==> src/fdre_pkg.sv <==
// Package for the flip-dot differential refresh encoder.
// Holds the shared widths, expander codes, drive tables and the controller state type.
// No dependencies.
package fdre_pkg;

  // Default panel geometry in pixels.
  localparam int unsigned DefWidth  = 112;
  localparam int unsigned DefHeight = 16;

  // Field widths.
  localparam int unsigned IdxW   = 8;
  localparam int unsigned DataW  = 8;
  localparam int unsigned XAddrW = 7;
  // Zero-extended index width. It covers the deepest shadow, 112 * 24 / 8 entries.
  localparam int unsigned IdxExtW = 9;
  // Row band within the display. At most 24 rows gives three bands.
  localparam int unsigned BandW = 2;
  // Row number, below 24.
  localparam int unsigned RowW  = 5;
  localparam int unsigned ColW  = 7;

  // Geometry of one panel module.
  localparam int unsigned PanelCols = 28;
  localparam int unsigned CodeCols  = 7;
  localparam int unsigned RowSplit  = 14;

  // Expander bus addresses.
  localparam logic [XAddrW-1:0] ADDR_STROBE = 7'h20;
  localparam logic [XAddrW-1:0] ADDR_COLUMN = 7'h21;
  localparam logic [XAddrW-1:0] ADDR_ROW    = 7'h22;

  // Row driver enables.
  localparam logic [DataW-1:0] ROW_SET_LO = 8'h30;
  localparam logic [DataW-1:0] ROW_CLR_LO = 8'h28;
  localparam logic [DataW-1:0] ROW_SET_HI = 8'hC0;
  localparam logic [DataW-1:0] ROW_CLR_HI = 8'h88;

  // Strobe patterns. The bit of the addressed panel is flipped.
  localparam logic [DataW-1:0] STROBE_ON  = 8'hFF;
  localparam logic [DataW-1:0] STROBE_OFF = 8'h7F;
  localparam logic [DataW-1:0] DRIVER_OFF = 8'h00;
  localparam logic [DataW-1:0] SHADOW_RST = 8'hFF;

  // Order of the four writes for one dot.
  localparam logic [1:0] PH_ROW     = 2'd0;
  localparam logic [1:0] PH_COLUMN  = 2'd1;
  localparam logic [1:0] PH_STB_ON  = 2'd2;
  localparam logic [1:0] PH_STB_OFF = 2'd3;

  typedef enum logic [2:0] {
    ST_CLEAR,
    ST_IDLE,
    ST_LOOK,
    ST_BITS,
    ST_EOF
  } state_e;

  // Row decoder code. Rows 13 and 27 use 0xFF.
  function automatic logic [DataW-1:0] row_code(input logic [RowW-1:0] row);
    logic [DataW-1:0] c;
    case (row)
      5'd0, 5'd14:  c = 8'h02;
      5'd1, 5'd15:  c = 8'h01;
      5'd2, 5'd16:  c = 8'h03;
      5'd3, 5'd17:  c = 8'h04;
      5'd4, 5'd18:  c = 8'h06;
      5'd5, 5'd19:  c = 8'h05;
      5'd6, 5'd20:  c = 8'h07;
      5'd7, 5'd21:  c = 8'h0A;
      5'd8, 5'd22:  c = 8'h09;
      5'd9, 5'd23:  c = 8'h0B;
      5'd10, 5'd24: c = 8'h0C;
      5'd11, 5'd25: c = 8'h0E;
      5'd12, 5'd26: c = 8'h0D;
      default:      c = 8'hFF;
    endcase
    return c;
  endfunction

  // Column decoder code within a group of seven, already shifted into place.
  function automatic logic [4:0] col_code(input logic [2:0] c7);
    logic [4:0] c;
    case (c7)
      3'd0:    c = 5'd16;
      3'd1:    c = 5'd8;
      3'd2:    c = 5'd24;
      3'd3:    c = 5'd4;
      3'd4:    c = 5'd20;
      3'd5:    c = 5'd12;
      default: c = 5'd28;
    endcase
    return c;
  endfunction

  // Column group select.
  function automatic logic [1:0] col_group(input logic [1:0] g);
    logic [1:0] c;
    case (g)
      2'd0:    c = 2'd0;
      2'd1:    c = 2'd2;
      2'd2:    c = 2'd1;
      default: c = 2'd3;
    endcase
    return c;
  endfunction

endpackage

==> src/fdre_in_if.sv <==
// Request channel into the encoder. It carries one frame-buffer byte and its index.
// Depends on fdre_pkg.
interface fdre_in_if;
  import fdre_pkg::*;

  logic             valid;
  logic             ready;
  logic [IdxW-1:0]  byte_index;
  logic [DataW-1:0] new_byte;
  logic             end_of_frame;

  modport source (output valid, byte_index, new_byte, end_of_frame, input ready);
  modport sink   (input valid, byte_index, new_byte, end_of_frame, output ready);
endinterface

==> src/fdre_out_if.sv <==
// Request channel out of the encoder. It carries one port-expander write.
// Depends on fdre_pkg.
interface fdre_out_if;
  import fdre_pkg::*;

  logic              valid;
  logic              ready;
  logic [XAddrW-1:0] expander_addr;
  logic [DataW-1:0]  expander_data;
  logic              hold_after;
  logic              last;

  modport source (output valid, expander_addr, expander_data, hold_after, last, input ready);
  modport sink   (input valid, expander_addr, expander_data, hold_after, last, output ready);
endinterface

==> src/fdre_ram.sv <==
// Generic single-port synchronous RAM with a registered read, one access per cycle.
// No dependencies.
module fdre_ram #(
  parameter int unsigned DATA_W = 8,
  parameter int unsigned DEPTH  = 224,
  localparam int unsigned AW    = (DEPTH > 1) ? $clog2(DEPTH) : 1
) (
  input  logic              clk_i,
  input  logic              we_i,
  input  logic [AW-1:0]     addr_i,
  input  logic [DATA_W-1:0] wdata_i,
  output logic [DATA_W-1:0] rdata_o
);

  logic [DATA_W-1:0] mem_q [DEPTH];
  logic [DATA_W-1:0] rdata_q;

  always_ff @(posedge clk_i) begin
    if (we_i) begin
      mem_q[addr_i] <= wdata_i;
    end
    rdata_q <= mem_q[addr_i];
  end

  assign rdata_o = rdata_q;

endmodule

==> src/flipdot_diff_refresh_encoder.sv <==
// Top level of the flip-dot differential refresh encoder.
// Depends on fdre_pkg, fdre_in_if, fdre_out_if and fdre_ram.
//
// Usage:
//   in_i carries one frame-buffer byte per request: its index, its new value and
//   an end-of-frame flag. out_o carries port-expander writes, in the order the
//   panel must see them. The write that ends the results of a byte has last set.
//   A byte that differs from the shadow of the panel gives 32 writes: row, column,
//   strobe-on (with hold_after set) and strobe-off for each of its 8 dots. An
//   end-of-frame byte then adds three driver-off writes. An index beyond the
//   display is ignored, but its end-of-frame writes are still sent.
// Timing:
//   The shadow lives in a single-port RAM. It is read in the cycle that accepts a
//   request and is compared and written back in the next cycle. Writes then leave
//   at one per cycle through an output register. A request holds the block
//   through the shadow read and look, its dot writes if the byte changed and its
//   end-of-frame writes. The next request is taken once the last write is in the
//   output register. A stalled receiver holds the output register and the sequence.
// Reset:
//   After reset a clearing pass fills the shadow with 0xFF, one entry a cycle.
//   It covers all WIDTH*HEIGHT/8 entries (224 by default). in_i.ready stays low until
//   the pass is done.
module flipdot_diff_refresh_encoder #(
  parameter int unsigned WIDTH  = fdre_pkg::DefWidth,
  parameter int unsigned HEIGHT = fdre_pkg::DefHeight
) (
  input  logic       clk_i,
  input  logic       rst_ni,
  fdre_in_if.sink    in_i,
  fdre_out_if.source out_o
);
  import fdre_pkg::*;

  localparam int unsigned DEPTH = (WIDTH * HEIGHT) / 8;
  localparam int unsigned AW    = (DEPTH > 1) ? $clog2(DEPTH) : 1;
  localparam int unsigned BANDS = HEIGHT / 8;

  state_e state_q, state_d;

  // Request held for the whole sequence.
  logic [IdxW-1:0]   idx_q;
  logic [DataW-1:0]  nb_q;
  logic              eof_q;
  logic [BandW-1:0]  band_q, band_d;
  logic [ColW-1:0]   col_q, col_d;

  // Column decode, worked out in the look cycle.
  logic [1:0]        panel_q, panel_d;
  logic [4:0]        colsel_q, colsel_d;

  // Write counter: dot in [4:2], write of that dot in [1:0].
  logic [4:0]        cnt_q, cnt_d;
  logic [AW-1:0]     clr_q, clr_d;

  // Output register.
  logic              ovalid_q, ovalid_d;
  logic [XAddrW-1:0] oaddr_q, oaddr_d;
  logic [DataW-1:0]  odata_q, odata_d;
  logic              ohold_q, ohold_d;
  logic              olast_q, olast_d;

  // Shadow RAM port.
  logic              ram_we;
  logic [AW-1:0]     ram_addr;
  logic [DataW-1:0]  ram_wdata;
  logic [DataW-1:0]  ram_rdata;

  logic                in_acc;
  logic                out_free;
  logic                emit;
  logic                in_range;
  logic                changed;
  logic [IdxExtW-1:0]  in_idx_ext;
  logic [IdxExtW-1:0]  idx_ext;
  logic [IdxExtW-1:0]  col_full;
  logic [ColW-1:0]     c28;
  logic [2:0]          c7;
  logic [1:0]          grp;
  logic [2:0]          bit_sel;
  logic [1:0]          phase;
  logic                dot_set;
  logic [RowW-1:0]     row;
  logic [DataW-1:0]    code;
  logic [DataW-1:0]    row_en;
  logic [DataW-1:0]    panel_bit;

  assign in_acc     = in_i.valid && in_i.ready;
  assign out_free   = !ovalid_q || out_o.ready;
  assign in_idx_ext = {{(IdxExtW-IdxW){1'b0}}, in_i.byte_index};
  assign idx_ext    = {{(IdxExtW-IdxW){1'b0}}, idx_q};
  assign in_range   = idx_ext < IdxExtW'(DEPTH);
  assign changed    = in_range && (ram_rdata != nb_q);

  assign in_i.ready = (state_q == ST_IDLE);

  // Row band and column of an incoming index, from a few constant compares.
  always_comb begin
    band_d   = '0;
    col_full = in_idx_ext;
    for (int k = 1; k < BANDS; k++) begin
      if (in_idx_ext >= IdxExtW'(k * WIDTH)) begin
        band_d   = BandW'(k);
        col_full = in_idx_ext - IdxExtW'(k * WIDTH);
      end
    end
    col_d = col_full[ColW-1:0];
  end

  // Panel number, then position within the panel, split into seven-column groups.
  always_comb begin
    if (col_q >= ColW'(3 * PanelCols)) begin
      panel_d = 2'd3;
      c28     = col_q - ColW'(3 * PanelCols);
    end else if (col_q >= ColW'(2 * PanelCols)) begin
      panel_d = 2'd2;
      c28     = col_q - ColW'(2 * PanelCols);
    end else if (col_q >= ColW'(PanelCols)) begin
      panel_d = 2'd1;
      c28     = col_q - ColW'(PanelCols);
    end else begin
      panel_d = 2'd0;
      c28     = col_q;
    end
    if (c28 >= ColW'(3 * CodeCols)) begin
      grp = 2'd3;
      c7  = 3'(c28 - ColW'(3 * CodeCols));
    end else if (c28 >= ColW'(2 * CodeCols)) begin
      grp = 2'd2;
      c7  = 3'(c28 - ColW'(2 * CodeCols));
    end else if (c28 >= ColW'(CodeCols)) begin
      grp = 2'd1;
      c7  = 3'(c28 - ColW'(CodeCols));
    end else begin
      grp = 2'd0;
      c7  = c28[2:0];
    end
    colsel_d = col_code(c7) | {3'b000, col_group(grp)};
  end

  // Shadow RAM: clear pass, read on accept, write back in the look cycle.
  always_comb begin
    ram_we    = 1'b0;
    ram_addr  = in_idx_ext[AW-1:0];
    ram_wdata = nb_q;
    case (state_q)
      ST_CLEAR: begin
        ram_we    = 1'b1;
        ram_addr  = clr_q;
        ram_wdata = SHADOW_RST;
      end
      ST_LOOK: begin
        ram_we   = in_range;
        ram_addr = idx_ext[AW-1:0];
      end
      default: begin
        ram_we = 1'b0;
      end
    endcase
  end

  fdre_ram #(
    .DATA_W (DataW),
    .DEPTH  (DEPTH)
  ) u_shadow (
    .clk_i   (clk_i),
    .we_i    (ram_we),
    .addr_i  (ram_addr),
    .wdata_i (ram_wdata),
    .rdata_o (ram_rdata)
  );

  // Next state.
  always_comb begin
    state_d = state_q;
    case (state_q)
      ST_CLEAR: begin
        if (clr_q == AW'(DEPTH - 1)) state_d = ST_IDLE;
      end
      ST_IDLE: begin
        if (in_acc) state_d = ST_LOOK;
      end
      ST_LOOK: begin
        if (changed)    state_d = ST_BITS;
        else if (eof_q) state_d = ST_EOF;
        else            state_d = ST_IDLE;
      end
      ST_BITS: begin
        if (out_free && cnt_q == 5'd31) state_d = eof_q ? ST_EOF : ST_IDLE;
      end
      ST_EOF: begin
        if (out_free && cnt_q == 5'd2) state_d = ST_IDLE;
      end
      default: state_d = ST_IDLE;
    endcase
  end

  // Dot drive bytes.
  assign bit_sel   = cnt_q[4:2];
  assign phase     = cnt_q[1:0];
  assign dot_set   = nb_q[bit_sel];
  assign row       = {band_q, bit_sel};
  assign code      = row_code(row);
  assign panel_bit = DataW'(1) << panel_q;

  always_comb begin
    if (row >= RowW'(RowSplit)) row_en = dot_set ? ROW_SET_HI : ROW_CLR_HI;
    else                        row_en = dot_set ? ROW_SET_LO : ROW_CLR_LO;
  end

  // Outputs: counters and the next expander write.
  always_comb begin
    emit    = 1'b0;
    cnt_d   = cnt_q;
    clr_d   = clr_q;
    oaddr_d = oaddr_q;
    odata_d = odata_q;
    ohold_d = ohold_q;
    olast_d = olast_q;
    case (state_q)
      ST_CLEAR: begin
        clr_d = clr_q + AW'(1);
      end
      ST_LOOK: begin
        cnt_d = '0;
      end
      ST_BITS: begin
        if (out_free) begin
          emit    = 1'b1;
          cnt_d   = cnt_q + 5'd1;
          ohold_d = 1'b0;
          olast_d = (cnt_q == 5'd31) && !eof_q;
          case (phase)
            PH_ROW: begin
              oaddr_d = ADDR_ROW;
              odata_d = row_en | {5'b00000, code[3], code[1:0]};
            end
            PH_COLUMN: begin
              oaddr_d = ADDR_COLUMN;
              odata_d = {code[2], !dot_set, colsel_q, 1'b0};
            end
            PH_STB_ON: begin
              oaddr_d = ADDR_STROBE;
              odata_d = STROBE_ON ^ panel_bit;
              ohold_d = 1'b1;
            end
            default: begin
              oaddr_d = ADDR_STROBE;
              odata_d = STROBE_OFF ^ panel_bit;
            end
          endcase
          if (cnt_q == 5'd31) cnt_d = '0;
        end
      end
      ST_EOF: begin
        if (out_free) begin
          emit    = 1'b1;
          cnt_d   = cnt_q + 5'd1;
          odata_d = DRIVER_OFF;
          ohold_d = 1'b0;
          olast_d = (cnt_q == 5'd2);
          case (cnt_q[1:0])
            2'd0:    oaddr_d = ADDR_STROBE;
            2'd1:    oaddr_d = ADDR_COLUMN;
            default: oaddr_d = ADDR_ROW;
          endcase
        end
      end
      default: begin
        emit = 1'b0;
      end
    endcase
    if (emit)             ovalid_d = 1'b1;
    else if (out_o.ready) ovalid_d = 1'b0;
    else                  ovalid_d = ovalid_q;
  end

  always_ff @(posedge clk_i or negedge rst_ni) begin
    if (!rst_ni) begin
      state_q  <= ST_CLEAR;
      cnt_q    <= '0;
      clr_q    <= '0;
      ovalid_q <= 1'b0;
    end else begin
      state_q  <= state_d;
      cnt_q    <= cnt_d;
      clr_q    <= clr_d;
      ovalid_q <= ovalid_d;
    end
  end

  always_ff @(posedge clk_i) begin
    if (in_acc) begin
      idx_q  <= in_i.byte_index;
      nb_q   <= in_i.new_byte;
      eof_q  <= in_i.end_of_frame;
      band_q <= band_d;
      col_q  <= col_d;
    end
    if (state_q == ST_LOOK) begin
      panel_q  <= panel_d;
      colsel_q <= colsel_d;
    end
    oaddr_q <= oaddr_d;
    odata_q <= odata_d;
    ohold_q <= ohold_d;
    olast_q <= olast_d;
  end

  assign out_o.valid         = ovalid_q;
  assign out_o.expander_addr = oaddr_q;
  assign out_o.expander_data = odata_q;
  assign out_o.hold_after    = ohold_q;
  assign out_o.last          = olast_q;

endmodule

==> src/flat_wrapper.sv <==
// flat-port wrapper written by rule: the top's interface ports become plain ports
module flipdot_diff_refresh_encoder_flat import fdre_pkg::*;
#(
  parameter int unsigned WIDTH  = fdre_pkg::DefWidth,
  parameter int unsigned HEIGHT = fdre_pkg::DefHeight
)
  (clk_i, rst_ni, in_i_valid, in_i_byte_index, in_i_new_byte, in_i_end_of_frame, in_i_ready, out_o_valid, out_o_expander_addr, out_o_expander_data, out_o_hold_after, out_o_last, out_o_ready);
  fdre_in_if in_i_i ();
  fdre_out_if out_o_i ();
  input  logic clk_i;
  input  logic rst_ni;
  input wire logic [$bits(in_i_i.valid)-1:0] in_i_valid;
  input wire logic [$bits(in_i_i.byte_index)-1:0] in_i_byte_index;
  input wire logic [$bits(in_i_i.new_byte)-1:0] in_i_new_byte;
  input wire logic [$bits(in_i_i.end_of_frame)-1:0] in_i_end_of_frame;
  output wire logic [$bits(in_i_i.ready)-1:0] in_i_ready;
  output wire logic [$bits(out_o_i.valid)-1:0] out_o_valid;
  output wire logic [$bits(out_o_i.expander_addr)-1:0] out_o_expander_addr;
  output wire logic [$bits(out_o_i.expander_data)-1:0] out_o_expander_data;
  output wire logic [$bits(out_o_i.hold_after)-1:0] out_o_hold_after;
  output wire logic [$bits(out_o_i.last)-1:0] out_o_last;
  input wire logic [$bits(out_o_i.ready)-1:0] out_o_ready;
  assign in_i_i.valid = in_i_valid;
  assign in_i_i.byte_index = in_i_byte_index;
  assign in_i_i.new_byte = in_i_new_byte;
  assign in_i_i.end_of_frame = in_i_end_of_frame;
  assign in_i_ready = in_i_i.ready;
  assign out_o_valid = out_o_i.valid;
  assign out_o_expander_addr = out_o_i.expander_addr;
  assign out_o_expander_data = out_o_i.expander_data;
  assign out_o_hold_after = out_o_i.hold_after;
  assign out_o_last = out_o_i.last;
  assign out_o_i.ready = out_o_ready;
  flipdot_diff_refresh_encoder #(.WIDTH(WIDTH), .HEIGHT(HEIGHT)) u_core (.clk_i(clk_i), .rst_ni(rst_ni), .in_i(in_i_i), .out_o(out_o_i));
endmodule
==> config.mk <==
export PLATFORM = sky130hd
export DESIGN_NAME = flipdot_diff_refresh_encoder_flat
export DESIGN_NICKNAME = d
export VERILOG_FILES = /design/src/fdre_pkg.sv /design/src/fdre_in_if.sv /design/src/fdre_out_if.sv /design/src/fdre_ram.sv /design/src/flipdot_diff_refresh_encoder.sv /design/src/flat_wrapper.sv
export SDC_FILE = /design/constraint.sdc
export NUM_CORES = 2
export LEC_CHECK = 0
export BUFFER_PORTS_ARGS = -buffer_cell sky130_fd_sc_hd__buf_2
export CORE_ASPECT_RATIO = 0.6
export CORE_MARGIN = 1
export CORE_UTILIZATION = 40
export CTS_BUF_LIST = sky130_fd_sc_hd__clkbuf_4 sky130_fd_sc_hd__clkbuf_8
export DETAILED_ROUTE_END_ITERATION = 10
export SYNTH_ARGS = -nofsm -noshare
export SYNTH_HDL_FRONTEND = slang
export SYNTH_SLANG_ARGS = --single-unit
==> constraint.sdc <==
create_clock -name clk_i -period 6.7 [get_ports clk_i]
set_input_delay 0.67 -clock clk_i [delete_from_list [all_inputs] [get_ports clk_i]]
set_output_delay 0.67 -clock clk_i [all_outputs]
set_load 0.1 [all_outputs]
==> flow_summary.json <==
{
  "status": "finished, violations left",
  "violations": "max-capacitance violations, max-slew violations",
  "setup_viol": 0,
  "clk_latency_ns": 0.93,
  "grt_start_max_net_pins": 184,
  "cp_slowest_stage_delay_ns": 1.01,
  "initial_core_util": 0.4028,
  "ir_drop_mv": 0.5672,
  "antenna_found_initial": 10,
  "firstDrtPassIters": 6,
  "max_freq_mhz": 173.2,
  "drtIter0Drc": 7469,
  "core_um2": 184200,
  "layout_common_cells": "1832 x edfxtp_1, 708 x nand2_1, 282 x nor2_1",
  "period_share": 0.8617,
  "dp_hpwl_um": 146700,
  "startpoint": "u_core.state_q[2]",
  "p_per_area_nw_per_um2": 494.7,
  "tns_ns": 0,
  "clk_path_buf_depth": 4,
  "ys_seq_area_frac": 0.7493,
  "final_cell_area_um2": 82490,
  "path_class": "reg2reg",
  "cp-endpoint": "u_core.u_shadow.rdata_o[6]",
  "min_path_type": "in2reg",
  "yosysTopAreaCell": "edfxtp_1",
  "routedWlPerCell_um": 32.43,
  "clock_skew_ns": 0.05899,
  "grtUsageTotal": 0.2489,
  "cts_buffers": 266,
  "worstReg2RegEnd": "u_core.u_shadow.rdata_o[6]",
  "std_cell_rows": 122,
  "p_leak_nw": 26.07,
  "final_cells": 7285,
  "synth_cells": 4437,
  "final-hold-violation-count": 0,
  "drive_above_1_share": 0.1908,
  "finalPower_mw": 40.81,
  "totalWireLength_um": 236200,
  "synth_top_area_frac": 0.7414,
  "placed_area_um2": 77370,
  "startpoint_type": "flip-flop",
  "r2r_start": "u_core.state_q[2]",
  "crit_required_ns": 7.45,
  "die_h_um": 335.6,
  "htree_levels": 5,
  "syn_area_um2": 74200,
  "crit_path_top_delay_cell": "nor4_1",
  "clock-root-buffer": "clkbuf_8",
  "grt_pass1_vias": 41160,
  "end_kind": "flip-flop",
  "cap_violations": 1,
  "ys_top_cells_by_area": "edfxtp_1 74%, mux4_2 8.4%, nand2_1 3.6%, nand3_1 1.7%, nor2_1 1.5%",
  "worstMarginPinSlew_ns": 1.501,
  "grt_pass1_wl_um": 328300,
  "ioPinCount": 40,
  "post-route-util": 0.4477,
  "gp_congestion": 0.9474,
  "grt-ovfl-total": 0,
  "setup_ws_ns": 0.9265,
  "via_per_inst": 6.099,
  "max_slew_margin": -0.006622,
  "fin_crit_ns": 5.773,
  "arrival_ns": 6.52,
  "yosysUniqueCellTypes": 90,
  "drc": 0,
  "die_w_um": 558.0,
  "rsz0062_at_grt": "false",
  "yosys_most_used_dff": "edfxtp_1",
  "layout.nets": 4668,
  "async_flop_share": 0.009155,
  "syn_avg_cell_area_um2": 16.72,
  "layout_commonest_cell": "edfxtp_1",
  "clkSinkCount": 1857,
  "dieArea_um2": 187300,
  "ant_nets": 0,
  "crit_chain": "or2_1, o21ai_4, buf_12, buf_4, mux4_2, mux2i_1, o32ai_1, nor4_1, nand3_1",
  "ff2ff_setup_slack_ns": 0.93,
  "io_buffers": 34,
  "syn_to_final_growth_pct": 11.17,
  "cts.clk_slew.worst_paths_ns": 0.07,
  "ys_ff_latch": 1857,
  "synth-edff-count": 1832,
  "ys_warn_count": 0,
  "cts_tree": "yes",
  "maxSlewViolCount": 2,
  "path_max_fanout": 48,
  "rr_worst_depth": 9,
  "holdWs_ns": 0.2155,
  "pre_cts_slack_ns": 1.310,
  "dpl.cell_count": 6816,
  "vias": 44430
}
## where the power goes
group	internal, mW	switching (mW)
clock network	4.42	4.44
registers	14.6	0.267
logic	4.71	12.4
## synthesized netlist by cell type (5+ instances only)
| cell type | n |
|---|---|
| nor4_1 | 15 |
| a21o_1 | 5 |
| o21a_1 | 9 |
| a221oi_1 | 14 |
| and3_1 | 34 |
| o211ai_1 | 7 |
| buf_2 | 129 |
| clkbuf_1 | 66 |
| nor2_2 | 6 |
| or4_1 | 5 |
| o22ai_1 | 7 |
| a32oi_1 | 48 |
| buf_6 | 24 |
| buf_1 | 11 |
| nor2b_1 | 7 |
| a32o_1 | 8 |
| or2_2 | 8 |
| nand3_1 | 255 |
| mux4_2 | 278 |
| mux2i_1 | 67 |
| ha_1 | 25 |
| a22oi_1 | 75 |
| a31oi_1 | 39 |
| inv_1 | 16 |
| xnor2_1 | 14 |
| edfxtp_1 | 1832 |
| nand4_1 | 47 |
| a21oi_1 | 105 |
| dfxtp_1 | 8 |
| buf_4 | 41 |
| nor2_1 | 290 |
| o21ai_0 | 53 |
| and2_1 | 8 |
| a311oi_1 | 13 |
| o2111ai_1 | 14 |
| a211oi_1 | 11 |
| nand2_1 | 713 |
| nor3_1 | 19 |
| mux2_2 | 6 |
| dfrtp_1 | 17 |
## layout make-up
class / instances / area (um2)
tap: 2480 / 3103
multi-input combinational: 2291 / 17100
sequential: 1857 / 55600
timing repair buffer: 190 / 1682
clock buffer: 360 / 4392
clock inverter: 87 / 544.3
fill: 15930 / 101800
inverter: 16 / 60.06
antenna: 4 / 10.01
## worst min-delay path by stage
| stage | start | end | slack [ns] | cells after the start |
|---|---|---|---|---|
| floorplan | rst_ni | u_core.clr_q[0] | 0.37 | 0 |
| finish | out_o_ready | u_core.out_o.valid | 0.22 | 3 |
| global route | out_o_ready | u_core.out_o.valid | 0.22 | 3 |
| CTS | out_o_ready | u_core.out_o.valid | 0.17 | 3 |
| global placement | u_core.clr_q[7] | u_core.clr_q[7] | 0.50 | 1 |
| detailed placement | u_core.clr_q[7] | u_core.clr_q[7] | 0.50 | 1 |
## worst max-delay path: cells and delay by family, from the launching register on
kind	cells	cell delay, ns
multiplexers	2	1.04
flip-flops	1	0.55
AO/OA/AOI/OAI	2	1.14
buffers and inverters	2	0.92
AND/OR/NAND/NOR	3	1.86
## kinds of logic (layout without fill, tap and decap cells)
| kind of cell | count (synthesis) | after routing | share of synthesized area |
|---|---|---|---|
| fa+ha+maj | 25 | 25 | 0.004215 |
| flops | 1857 | 1857 | 0.7493 |
| buf+inv | 292 | 653 | 0.02227 |
| mux | 352 | 352 | 0.09447 |
| other cells | 2 | 9 | 0.0001012 |
| compound gates | 458 | 458 | 0.04404 |
| xor+xnor | 20 | 20 | 0.002715 |
| simple gates | 1431 | 1431 | 0.08292 |
## flip-flops by register name, indices dropped and copies added (netlist names), 5 cells and up
name                        count
u_core.u_shadow.mem_q        1792
u_core.clr_q                    8
u_core.idx_q                    8
u_core.nb_q                     8
u_core.out_o.expander_data      8
u_core.u_shadow.rdata_o         8
u_core.cnt_q                    5
u_core.colsel_q                 5
## what timing repair did
item                                   CTS  global route
setup endpoints to repair                0             0
setup buffers                            0             0
resized for setup                        0             0
endpoints found under the hold margin   34             0
hold buffers                            18             0
## layer usage
layer / up-vias / global-route usage / wire length, um
met2: 3411 / 0.3063 / 89800
met1: 22860 / 0.3857 / 100800
met3: 413 / 0.1134 / 39370
met4: 6 / 0.06418 / 6227
li1: 17740 / - / -
met5: - / 0 / 41
No activity file was read; power rests on OpenSTA's default activity.
